`src/hw/rtl/ccta_pkg.sv`:
```
// Shared types and constants for the credit and cost table admission block.
// Holds the request and response transaction structs, command codes and status codes.
// Depends on nothing.
package ccta_pkg;

  localparam int KEY_W = 32;
  localparam int CREDIT_W = 64;
  localparam int COST_W = 32;

  localparam logic [CREDIT_W-1:0] ABSENT_CREDITS = 64'd2147483646;

  typedef enum logic [2:0] {
    CMD_GET_CREDITS    = 3'd0,
    CMD_UPDATE_CREDITS = 3'd1,
    CMD_REMOVE_APP     = 3'd2,
    CMD_UPDATE_COST    = 3'd3,
    CMD_GET_COST       = 3'd4,
    CMD_CHECK_ALLOWED  = 3'd5
  } cmd_t;

  localparam logic [1:0] ST_NOT_FOUND  = 2'd0;
  localparam logic [1:0] ST_FOUND      = 2'd1;
  localparam logic [1:0] ST_TABLE_FULL = 2'd2;
  localparam logic [1:0] ST_RESERVED   = 2'd3;

  typedef struct packed {
    logic        [2:0]  command;
    logic signed [31:0] user_id;
    logic signed [31:0] operation_id;
    logic signed [63:0] amount;
  } req_t;

  typedef struct packed {
    logic signed [63:0] value;
    logic        [1:0]  status;
    logic               allowed;
  } rsp_t;

  typedef struct packed {
    logic clearing;
    logic done;
    logic found;
    logic has_free;
  } scan_stat_t;

endpackage

```
`src/hw/rtl/ccta_table.sv`:
```
// One key-value table in a synchronous memory with a sequential lookup scan.
// Reports the first matching entry and the first free entry; clears valid bits after reset.
// Depends on ccta_pkg.
module ccta_table #(
  parameter int ENTRIES = 16,
  parameter int VAL_W = 64
) (
  input  logic                              clk,
  input  logic                              rst,
  input  logic                              start,
  input  logic [ccta_pkg::KEY_W-1:0]        key,
  input  logic                              wr_en,
  input  logic                              wr_valid,
  input  logic [(ENTRIES > 1 ? $clog2(ENTRIES) : 1)-1:0] wr_idx,
  input  logic [VAL_W-1:0]                  wr_val,
  output ccta_pkg::scan_stat_t              stat,
  output logic [(ENTRIES > 1 ? $clog2(ENTRIES) : 1)-1:0] hit_idx,
  output logic [(ENTRIES > 1 ? $clog2(ENTRIES) : 1)-1:0] free_idx,
  output logic [VAL_W-1:0]                  hit_val
);

  localparam int IDX_W = (ENTRIES > 1) ? $clog2(ENTRIES) : 1;
  localparam int ENT_W = 1 + ccta_pkg::KEY_W + VAL_W;
  localparam logic [IDX_W-1:0] LAST = IDX_W'(ENTRIES - 1);

  logic [ENT_W-1:0] mem [ENTRIES];
  logic [ENT_W-1:0] rdata;

  logic             clearing;
  logic [IDX_W-1:0] clr_idx;
  logic             issuing;
  logic [IDX_W-1:0] issue_idx;
  logic             chk_v;
  logic [IDX_W-1:0] chk_idx;
  logic             done;
  logic             found;
  logic             has_free;

  logic                       rd_valid;
  logic [ccta_pkg::KEY_W-1:0] rd_key;
  logic [VAL_W-1:0]           rd_val;

  assign rd_valid = rdata[ENT_W-1];
  assign rd_key   = rdata[ENT_W-2 -: ccta_pkg::KEY_W];
  assign rd_val   = rdata[VAL_W-1:0];

  always_ff @(posedge clk) begin
    if (clearing) begin
      mem[clr_idx] <= '0;
    end else if (wr_en) begin
      mem[wr_idx] <= {wr_valid, key, wr_val};
    end
    rdata <= mem[issue_idx];
  end

  always_ff @(posedge clk) begin
    if (rst) begin
      clearing  <= 1'b1;
      clr_idx   <= '0;
      issuing   <= 1'b0;
      issue_idx <= '0;
      chk_v     <= 1'b0;
      chk_idx   <= '0;
      done      <= 1'b0;
      found     <= 1'b0;
      has_free  <= 1'b0;
    end else begin
      if (clearing) begin
        if (clr_idx == LAST) begin
          clearing <= 1'b0;
        end else begin
          clr_idx <= clr_idx + 1'b1;
        end
      end
      chk_v   <= issuing;
      chk_idx <= issue_idx;
      if (start) begin
        issuing   <= 1'b1;
        issue_idx <= '0;
        done      <= 1'b0;
        found     <= 1'b0;
        has_free  <= 1'b0;
      end else begin
        if (issuing) begin
          if (issue_idx == LAST) begin
            issuing <= 1'b0;
          end else begin
            issue_idx <= issue_idx + 1'b1;
          end
        end
        if (chk_v) begin
          if (rd_valid && rd_key == key && !found) begin
            found <= 1'b1;
          end
          if (!rd_valid && !has_free) begin
            has_free <= 1'b1;
          end
          if (chk_idx == LAST) begin
            done <= 1'b1;
          end
        end
      end
    end
  end

  always_ff @(posedge clk) begin
    if (chk_v && !start) begin
      if (rd_valid && rd_key == key && !found) begin
        hit_idx <= chk_idx;
        hit_val <= rd_val;
      end
      if (!rd_valid && !has_free) begin
        free_idx <= chk_idx;
      end
    end
  end

  assign stat.clearing = clearing;
  assign stat.done     = done;
  assign stat.found    = found;
  assign stat.has_free = has_free;

endmodule

```
`src/hw/rtl/credit_and_cost_table_admission.sv`:
```
// Credit and cost table admission: account and cost tables with an admission check.
// The response follows a scan of the table memories that reads one entry per cycle;
// one request at a time, so a new request is taken only after the previous response
// has been issued.
// Reset: a clearing pass over every table entry with req_ready low.
// Depends on ccta_pkg and ccta_table.
module credit_and_cost_table_admission #(
  parameter int ACCOUNT_ENTRIES = 16,
  parameter int COST_ENTRIES = 16
) (
  input  logic           clk,
  input  logic           rst,
  input  logic           req_valid,
  output logic           req_ready,
  input  ccta_pkg::req_t req,
  output logic           rsp_valid,
  input  logic           rsp_ready,
  output ccta_pkg::rsp_t rsp
);

  localparam int A_IDX_W = (ACCOUNT_ENTRIES > 1) ? $clog2(ACCOUNT_ENTRIES) : 1;
  localparam int C_IDX_W = (COST_ENTRIES > 1) ? $clog2(COST_ENTRIES) : 1;

  typedef enum logic [3:0] {
    S_CLEAR = 4'b0001,
    S_IDLE  = 4'b0010,
    S_SCAN  = 4'b0100,
    S_DONE  = 4'b1000
  } state_t;

  state_t         state, state_next;
  ccta_pkg::req_t held;
  ccta_pkg::rsp_t rsp_next;

  logic accept;
  logic fire;

  ccta_pkg::scan_stat_t            a_stat, c_stat;
  logic [A_IDX_W-1:0]              a_hit_idx, a_free_idx, a_wr_idx;
  logic [C_IDX_W-1:0]              c_hit_idx, c_free_idx, c_wr_idx;
  logic [ccta_pkg::CREDIT_W-1:0]   a_hit_val;
  logic [ccta_pkg::COST_W-1:0]     c_hit_val;
  logic                            a_we, a_wvalid, c_we, c_wvalid;
  logic [ccta_pkg::CREDIT_W-1:0]   credits, cost;

  assign req_ready = (state == S_IDLE);
  assign accept    = req_valid && req_ready;
  assign fire      = (state == S_DONE) && (!rsp_valid || rsp_ready);

  ccta_table #(
    .ENTRIES(ACCOUNT_ENTRIES),
    .VAL_W(ccta_pkg::CREDIT_W)
  ) u_account (
    .clk(clk),
    .rst(rst),
    .start(accept),
    .key(held.user_id),
    .wr_en(a_we),
    .wr_valid(a_wvalid),
    .wr_idx(a_wr_idx),
    .wr_val(held.amount),
    .stat(a_stat),
    .hit_idx(a_hit_idx),
    .free_idx(a_free_idx),
    .hit_val(a_hit_val)
  );

  ccta_table #(
    .ENTRIES(COST_ENTRIES),
    .VAL_W(ccta_pkg::COST_W)
  ) u_cost (
    .clk(clk),
    .rst(rst),
    .start(accept),
    .key(held.operation_id),
    .wr_en(c_we),
    .wr_valid(c_wvalid),
    .wr_idx(c_wr_idx),
    .wr_val(held.amount[ccta_pkg::COST_W-1:0]),
    .stat(c_stat),
    .hit_idx(c_hit_idx),
    .free_idx(c_free_idx),
    .hit_val(c_hit_val)
  );

  always_comb begin
    state_next = state;
    unique case (state)
      S_CLEAR: begin
        if (!a_stat.clearing && !c_stat.clearing) begin
          state_next = S_IDLE;
        end
      end
      S_IDLE: begin
        if (accept) begin
          state_next = S_SCAN;
        end
      end
      S_SCAN: begin
        if (a_stat.done && c_stat.done) begin
          state_next = S_DONE;
        end
      end
      S_DONE: begin
        if (fire) begin
          state_next = S_IDLE;
        end
      end
      default: state_next = S_CLEAR;
    endcase
  end

  assign credits = a_stat.found ? a_hit_val : ccta_pkg::ABSENT_CREDITS;
  assign cost    = c_stat.found
                 ? {{(ccta_pkg::CREDIT_W - ccta_pkg::COST_W){c_hit_val[ccta_pkg::COST_W-1]}},
                    c_hit_val}
                 : '0;

  always_comb begin
    rsp_next = '0;
    a_we     = 1'b0;
    a_wvalid = 1'b1;
    a_wr_idx = a_stat.found ? a_hit_idx : a_free_idx;
    c_we     = 1'b0;
    c_wvalid = 1'b1;
    c_wr_idx = c_stat.found ? c_hit_idx : c_free_idx;
    case (held.command)
      ccta_pkg::CMD_GET_CREDITS: begin
        rsp_next.value  = credits;
        rsp_next.status = a_stat.found ? ccta_pkg::ST_FOUND : ccta_pkg::ST_NOT_FOUND;
      end
      ccta_pkg::CMD_UPDATE_CREDITS: begin
        if (a_stat.found) begin
          a_we            = fire;
          rsp_next.status = ccta_pkg::ST_FOUND;
        end else if (a_stat.has_free) begin
          a_we            = fire;
          rsp_next.status = ccta_pkg::ST_NOT_FOUND;
        end else begin
          rsp_next.status = ccta_pkg::ST_TABLE_FULL;
        end
      end
      ccta_pkg::CMD_REMOVE_APP: begin
        if (a_stat.found) begin
          a_we            = fire;
          a_wvalid        = 1'b0;
          rsp_next.status = ccta_pkg::ST_FOUND;
        end
      end
      ccta_pkg::CMD_UPDATE_COST: begin
        if (c_stat.found) begin
          c_we            = fire;
          rsp_next.status = ccta_pkg::ST_FOUND;
        end else if (c_stat.has_free) begin
          c_we            = fire;
          rsp_next.status = ccta_pkg::ST_NOT_FOUND;
        end else begin
          rsp_next.status = ccta_pkg::ST_TABLE_FULL;
        end
      end
      ccta_pkg::CMD_GET_COST: begin
        rsp_next.value  = cost;
        rsp_next.status = c_stat.found ? ccta_pkg::ST_FOUND : ccta_pkg::ST_NOT_FOUND;
      end
      ccta_pkg::CMD_CHECK_ALLOWED: begin
        rsp_next.allowed = ($signed(credits) >= $signed(cost));
      end
      default: begin
        rsp_next = '0;
      end
    endcase
  end

  always_ff @(posedge clk) begin
    if (rst) begin
      state     <= S_CLEAR;
      rsp_valid <= 1'b0;
    end else begin
      state <= state_next;
      if (fire) begin
        rsp_valid <= 1'b1;
      end else if (rsp_ready) begin
        rsp_valid <= 1'b0;
      end
    end
  end

  always_ff @(posedge clk) begin
    if (accept) begin
      held <= req;
    end
    if (fire) begin
      rsp <= rsp_next;
    end
  end

  assert property (@(posedge clk) disable iff (rst) accept |=> !req_ready)
    else $error("request accepted while a transaction was still in flight");

  assert property (@(posedge clk) disable iff (rst)
    rsp_valid |-> rsp.status != ccta_pkg::ST_RESERVED)
    else $error("response carries a reserved status code");

  assert property (@(posedge clk) disable iff (rst)
    rsp_valid && rsp.status == ccta_pkg::ST_TABLE_FULL |-> rsp.value == '0 && !rsp.allowed)
    else $error("table_full response carries a value or an allowed flag");

  assert property (@(posedge clk) disable iff (rst) $rose(rsp_valid) |-> $past(state == S_DONE))
    else $error("response raised outside the completion state");

  assert property (@(posedge clk) disable iff (rst) (a_we || c_we) |-> state == S_DONE && fire)
    else $error("table write outside a completing transaction");

endmodule

```
`config.mk`:
```
export PLATFORM = sky130hd
export DESIGN_NAME = credit_and_cost_table_admission
export DESIGN_NICKNAME = d
export VERILOG_FILES = /design/src/hw/rtl/ccta_pkg.sv /design/src/hw/rtl/ccta_table.sv /design/src/hw/rtl/credit_and_cost_table_admission.sv
export SDC_FILE = /design/constraint.sdc
export NUM_CORES = 2
export LEC_CHECK = 0
export BUFFER_PORTS_ARGS = -buffer_cell sky130_fd_sc_hd__buf_2
export CORE_AREA = 4 4 543 545
export CTS_CLUSTER_SIZE = 16
export DETAILED_ROUTE_END_ITERATION = 6
export DIE_AREA = 0 0 547 549
export PLACE_DENSITY = 0.63
export RECOVER_POWER = 50
export SLEW_MARGIN = 20
export SYNTH_ARGS = -nofsm -noshare
export SYNTH_HDL_FRONTEND = slang
export SYNTH_SLANG_ARGS = --single-unit
```
`constraint.sdc`:
```
create_clock -name clk -period 10.15 [get_ports clk]
set_input_delay 2.03 -clock clk [delete_from_list [all_inputs] [get_ports clk]]
set_output_delay 2.03 -clock clk [all_outputs]
set_load 0.02 [all_outputs]
```
==> results.md <==
STA:
- Setup repair after global routing left no endpoint under its margin.
- The relative slew slack is -184%.
- At the pin with the least slew margin, the transition time is 4.26 ns.
- The hold violation total from the final report is 0.
- For the final database, setup skew stands at 0.0581 ns.
- The number of pins with negative max-slew slack in the final report is 560.
- Setup violations remaining at the end of the flow were counted as 0.
- The minimum clock period is 7.16 ns.
- The final sum of negative setup slack is 0 ns.
- The final worst setup slack is 2.99 ns.
- Hold is met by 0.396 ns.
- In the finished design, the share of the clock period the worst path needs comes to 70.6%.
- The timing-limited maximum frequency is 140 MHz.

Clock network:
- TritonCTS built the clock tree.
- The clock-pin transition on the worst setup and hold timing paths is 0.06 ns.
- The post-CTS resize count is 0.
- The maximum number of buffers from clock root to sink is 4.
- The count of hold buffers inserted by post-cts repair is 0.
- The TritonCTS buffer count is 314.
- The tree is rooted in a sky130_fd_sc_hd__clkbuf_16.
- For the worst-skew pair, the clock arrives at the later sink with an insertion delay of 0.87 ns.
- The clock sink total is 3105.
- The level count of the clock H-tree is 5.
- The number of setup buffers added after CTS is 0.

Worst setup path:
- The worst setup path is captured at a register.
- The worst setup path is launched from a register.
- The most repeated library cell on the critical path is sky130_fd_sc_hd__clkbuf_1.
- The worst setup path is of the reg2reg kind.
- The worst register-to-register path has a setup slack of 2.99 ns.
- The required time of the worst setup path is 10.82 ns.
- Counting both buffers and inverters, the worst setup path holds a total of 2.
- In this design, the largest share of critical-path delay is due to buffers and inverters.
- The length in cells of the worst reg-to-reg path is 3.
- The endpoint identified for the worst register-to-register timing path is u_account.rdata[13].
- The largest individual stage delay along the critical path comes from the cell sky130_fd_sc_hd__clkbuf_1.
- The critical path goes through clkbuf_1 -> clkbuf_1 -> mux4_2.
- The worst register-to-register path begins at u_account.issue_idx[2].
- At the worst endpoint, the arrival time is 7.83 ns.
- In this design, the stage delay of the slowest critical-path cell is 2.91 ns.
- Along the worst path, the maximum fanout reaches 33.

Logic synthesis:
- The Yosys step of the flow raised 0 warnings.
- Synthesis produced a netlist with a net count of 5182.
- The share of flip-flops with an asynchronous set or reset is 0%.
- Synthesis handed over a netlist of 4998 instances.
- The number of enable-type register cells in the synthesized netlist is 2902.
- After synthesis, the largest area contributor takes up 75.4% of total cell area.
- The number of flip-flops and latches in the synthesized netlist is 3105.
- The largest total area in the synthesized netlist belongs to sky130_fd_sc_hd__edfxtp_1.
- The count of unique library cells instantiated by Yosys is 62.
- The average instance in the mapped netlist occupies 23.1 um^2.
- The sequential element share of the synthesized area is 78.9%.
- In the post-synthesis netlist, the biggest area contributors are sky130_fd_sc_hd__edfxtp_1 (75%), sky130_fd_sc_hd__mux4_2 (16%), sky130_fd_sc_hd__dfxtp_1 (3.5%).
- The most frequently used flop master after synthesis is sky130_fd_sc_hd__edfxtp_1.
- Summing every instance area after synthesis gives 0.116 mm^2.

Power:
- The power density relative to cell area is 200 mW/mm^2.
- The portion of total power attributed to the clock network is 43.4%.
- Total power for the finished layout comes to 26.3 mW.
- The sequential power share is 54.3%.
- The peak supply drop is 0.127 mV.
- The leakage power is 41.9 nW.
- The analysis attributes to net switching a power of 5.14 mW.
- The internal portion of the total power is 21.1 mW.
- Combinational logic is responsible for 2.2% of the overall power.
- In this run switching power makes up 19.6% of total power.

Routing:
- The total length of routed wires is 270 mm.
- Dividing the detail-routed via count by the number of cells gives 5.50.
- Once detail routing completed, the nets flagged for antenna violations numbered 0.
- The average wire per standard cell is 28.3 um.
- For this block, the initial DRC count from the detailed router was 5598.
- Detailed routing inserted a total of 52400 vias.
- After detailed routing, the number of remaining DRC violations is 0.
- The detailed-routing iteration count for the pre-antenna-repair pass is 6.

Job:
- The number of max-cap violations is 15.

Hold path:
- The startpoint identified for the worst hold timing path is u_account.rdata[17].
- The worst hold path class is reg2reg.
- Along the worst hold path, the cell count comes to 0.
- The path with the worst hold slack has its endpoint at u_account.hit_val[17].

GRT:
- The global-route usage over all layers is 17.8%.
- The first-pass GRT wire length is 391 mm.
- Summed over all layers, the global routing overflow is 0.
- Entering global routing, the biggest net connects 137 pins.
- The via count of the first global-routing pass is 53800.
- The initial antenna violation count is 29.

Finish:
- The top cell types in the final layout, fill and taps aside, are sky130_fd_sc_hd__edfxtp_1 (2902), sky130_fd_sc_hd__mux4_2 (810), sky130_fd_sc_hd__clkbuf_16 (320), sky130_fd_sc_hd__dfxtp_1 (197), sky130_fd_sc_hd__clkbuf_1 (192).
- In the final layout, the share of cells above drive strength 1 is 26.6%.
- The commonest non-fill, non-tap cell in the layout is sky130_fd_sc_hd__edfxtp_1.
- The final design area excluding fillers is 0.132 mm^2.
- Relative to the synthesized area, the layout overhead comes to 13.9%.
- After the flow finishes, the layout carries non-filler instances totaling 9530.
- In the final design database the tool counted 5565 nets.
- The share of the core filled with cells in the final layout is 45.4%.

Die:
- The core footprint is 0.290 mm^2.
- The die is 547 um wide.
- The die outline area is 0.300 mm^2.
- The number of rows created at floorplan is 198.
- The count of boundary I/O pins is 204.
- The floorplan step set the die height to 549 um.
- For this configuration, the core starts out at a cell density of 39.8%.

Outcome:
- The flow ran to the end, but the final reports show violations.
- The checks that failed: capacitance limit, slew limit.

Placement:
- Timing analysis after detailed placement gives a worst setup slack of 3.65 ns.
- The placed standard-cell area is 0.122 mm^2.
- The quantity of I/O buffers inserted on ports is 203.
- The detailed-placement wirelength estimate is 150 mm.
- The routability-driven placement congestion ratio is 0.805.
- After detailed placement, the design holds a cell count of 8963.
routing by layer:
metal  up-vias  wire length (um)  track usage (%)  share of wire, %
met1     28400            111000             24.8                41
met3       411             16300             2.40               6.0
li1      21700                 -                -                 -
met4         0              8620             5.43               3.2
met5         -                 0                0                 0
met2      1947            134000             29.3                50
sequential cells by signal, indices dropped and copies added (netlist names), 32 cells and up:
signal,cells
rsp,67
u_cost.rdata,65
u_cost.hit_val,32
u_account.hit_val,64
u_account.mem,1552
held,131
u_account.rdata,97
u_cost.mem,1040
cell type report:
| type | count | area (um^2) |
|---|---|---|
| Timing Repair Buffer | 302 | 1700 |
| Tap cell | 3900 | 4880 |
| Inverter | 61 | 231 |
| Antenna cell | 2 | 5.00 |
| Clock buffer | 435 | 8790 |
| Sequential cell | 3105 | 91200 |
| Clock inverter | 128 | 1350 |
| Fill cell | 23900 | 158000 |
| Multi-Input combinational cell | 1597 | 23500 |
worst max path at each step:
stage,slack [ns],cells past startpoint,startpoint,end
finish,2.99,3,u_account.issue_idx[2],u_account.rdata[13]
global route,2.25,3,u_account.issue_idx[2],u_account.rdata[13]
CTS,4.58,10,rsp_ready,u_account.mem[9][40]
detailed placement,3.65,9,rsp_ready,u_account.mem[8][50]
global placement,3.70,10,rsp_ready,u_account.mem[9][44]
floorplan,1.63,3,req_valid,u_account.hit_idx[0]
logic make-up (layout without fill, tap and decap cells):
logic type | Yosys count | in the layout | share of synthesized area, %
compound gates | 154 | 154 | 0.850
mux | 827 | 827 | 15.9
xor+xnor | 76 | 76 | 0.576
other cells | 0 | 2 | 0
fa+ha+maj | 49 | 49 | 0.531
simple gates | 491 | 491 | 2.21
flops | 3105 | 3105 | 78.9
buf+inv | 296 | 926 | 0.972
power by group through the flow:
stage | registers (mW) | clock network [mW] | logic (mW)
finish | 14.3 | 11.4 | 0.587
global route | 14.3 | 12.2 | 0.622
global placement | 14.5 | 0 | 0.600
detailed placement | 14.6 | 0 | 0.602
CTS | 14.3 | 11.6 | 0.605
floorplan | 14.5 | 0 | 0.347
worst reg2reg max path, stage by stage (launching register included):
cell and delay, ns:
sky130_fd_sc_hd__dfxtp_1 1.02, sky130_fd_sc_hd__clkbuf_1 2.93, sky130_fd_sc_hd__clkbuf_1 2.17, sky130_fd_sc_hd__mux4_2 0.89
cell usage after synthesis (26+ instances only):
cell	number
sky130_fd_sc_hd__edfxtp_1	2902
sky130_fd_sc_hd__mux4_2	810
sky130_fd_sc_hd__dfxtp_1	203
sky130_fd_sc_hd__clkbuf_1	183
sky130_fd_sc_hd__and2_1	163
sky130_fd_sc_hd__nand2_1	124
sky130_fd_sc_hd__nor2_1	96
sky130_fd_sc_hd__xnor2_1	62
sky130_fd_sc_hd__inv_1	60
sky130_fd_sc_hd__ha_1	49
sky130_fd_sc_hd__buf_1	47
sky130_fd_sc_hd__o22ai_1	34
sky130_fd_sc_hd__o21ai_0	33
sky130_fd_sc_hd__a21oi_1	31
sky130_fd_sc_hd__nand4_1	26
Note: power is estimated with default switching activity, not from simulation.
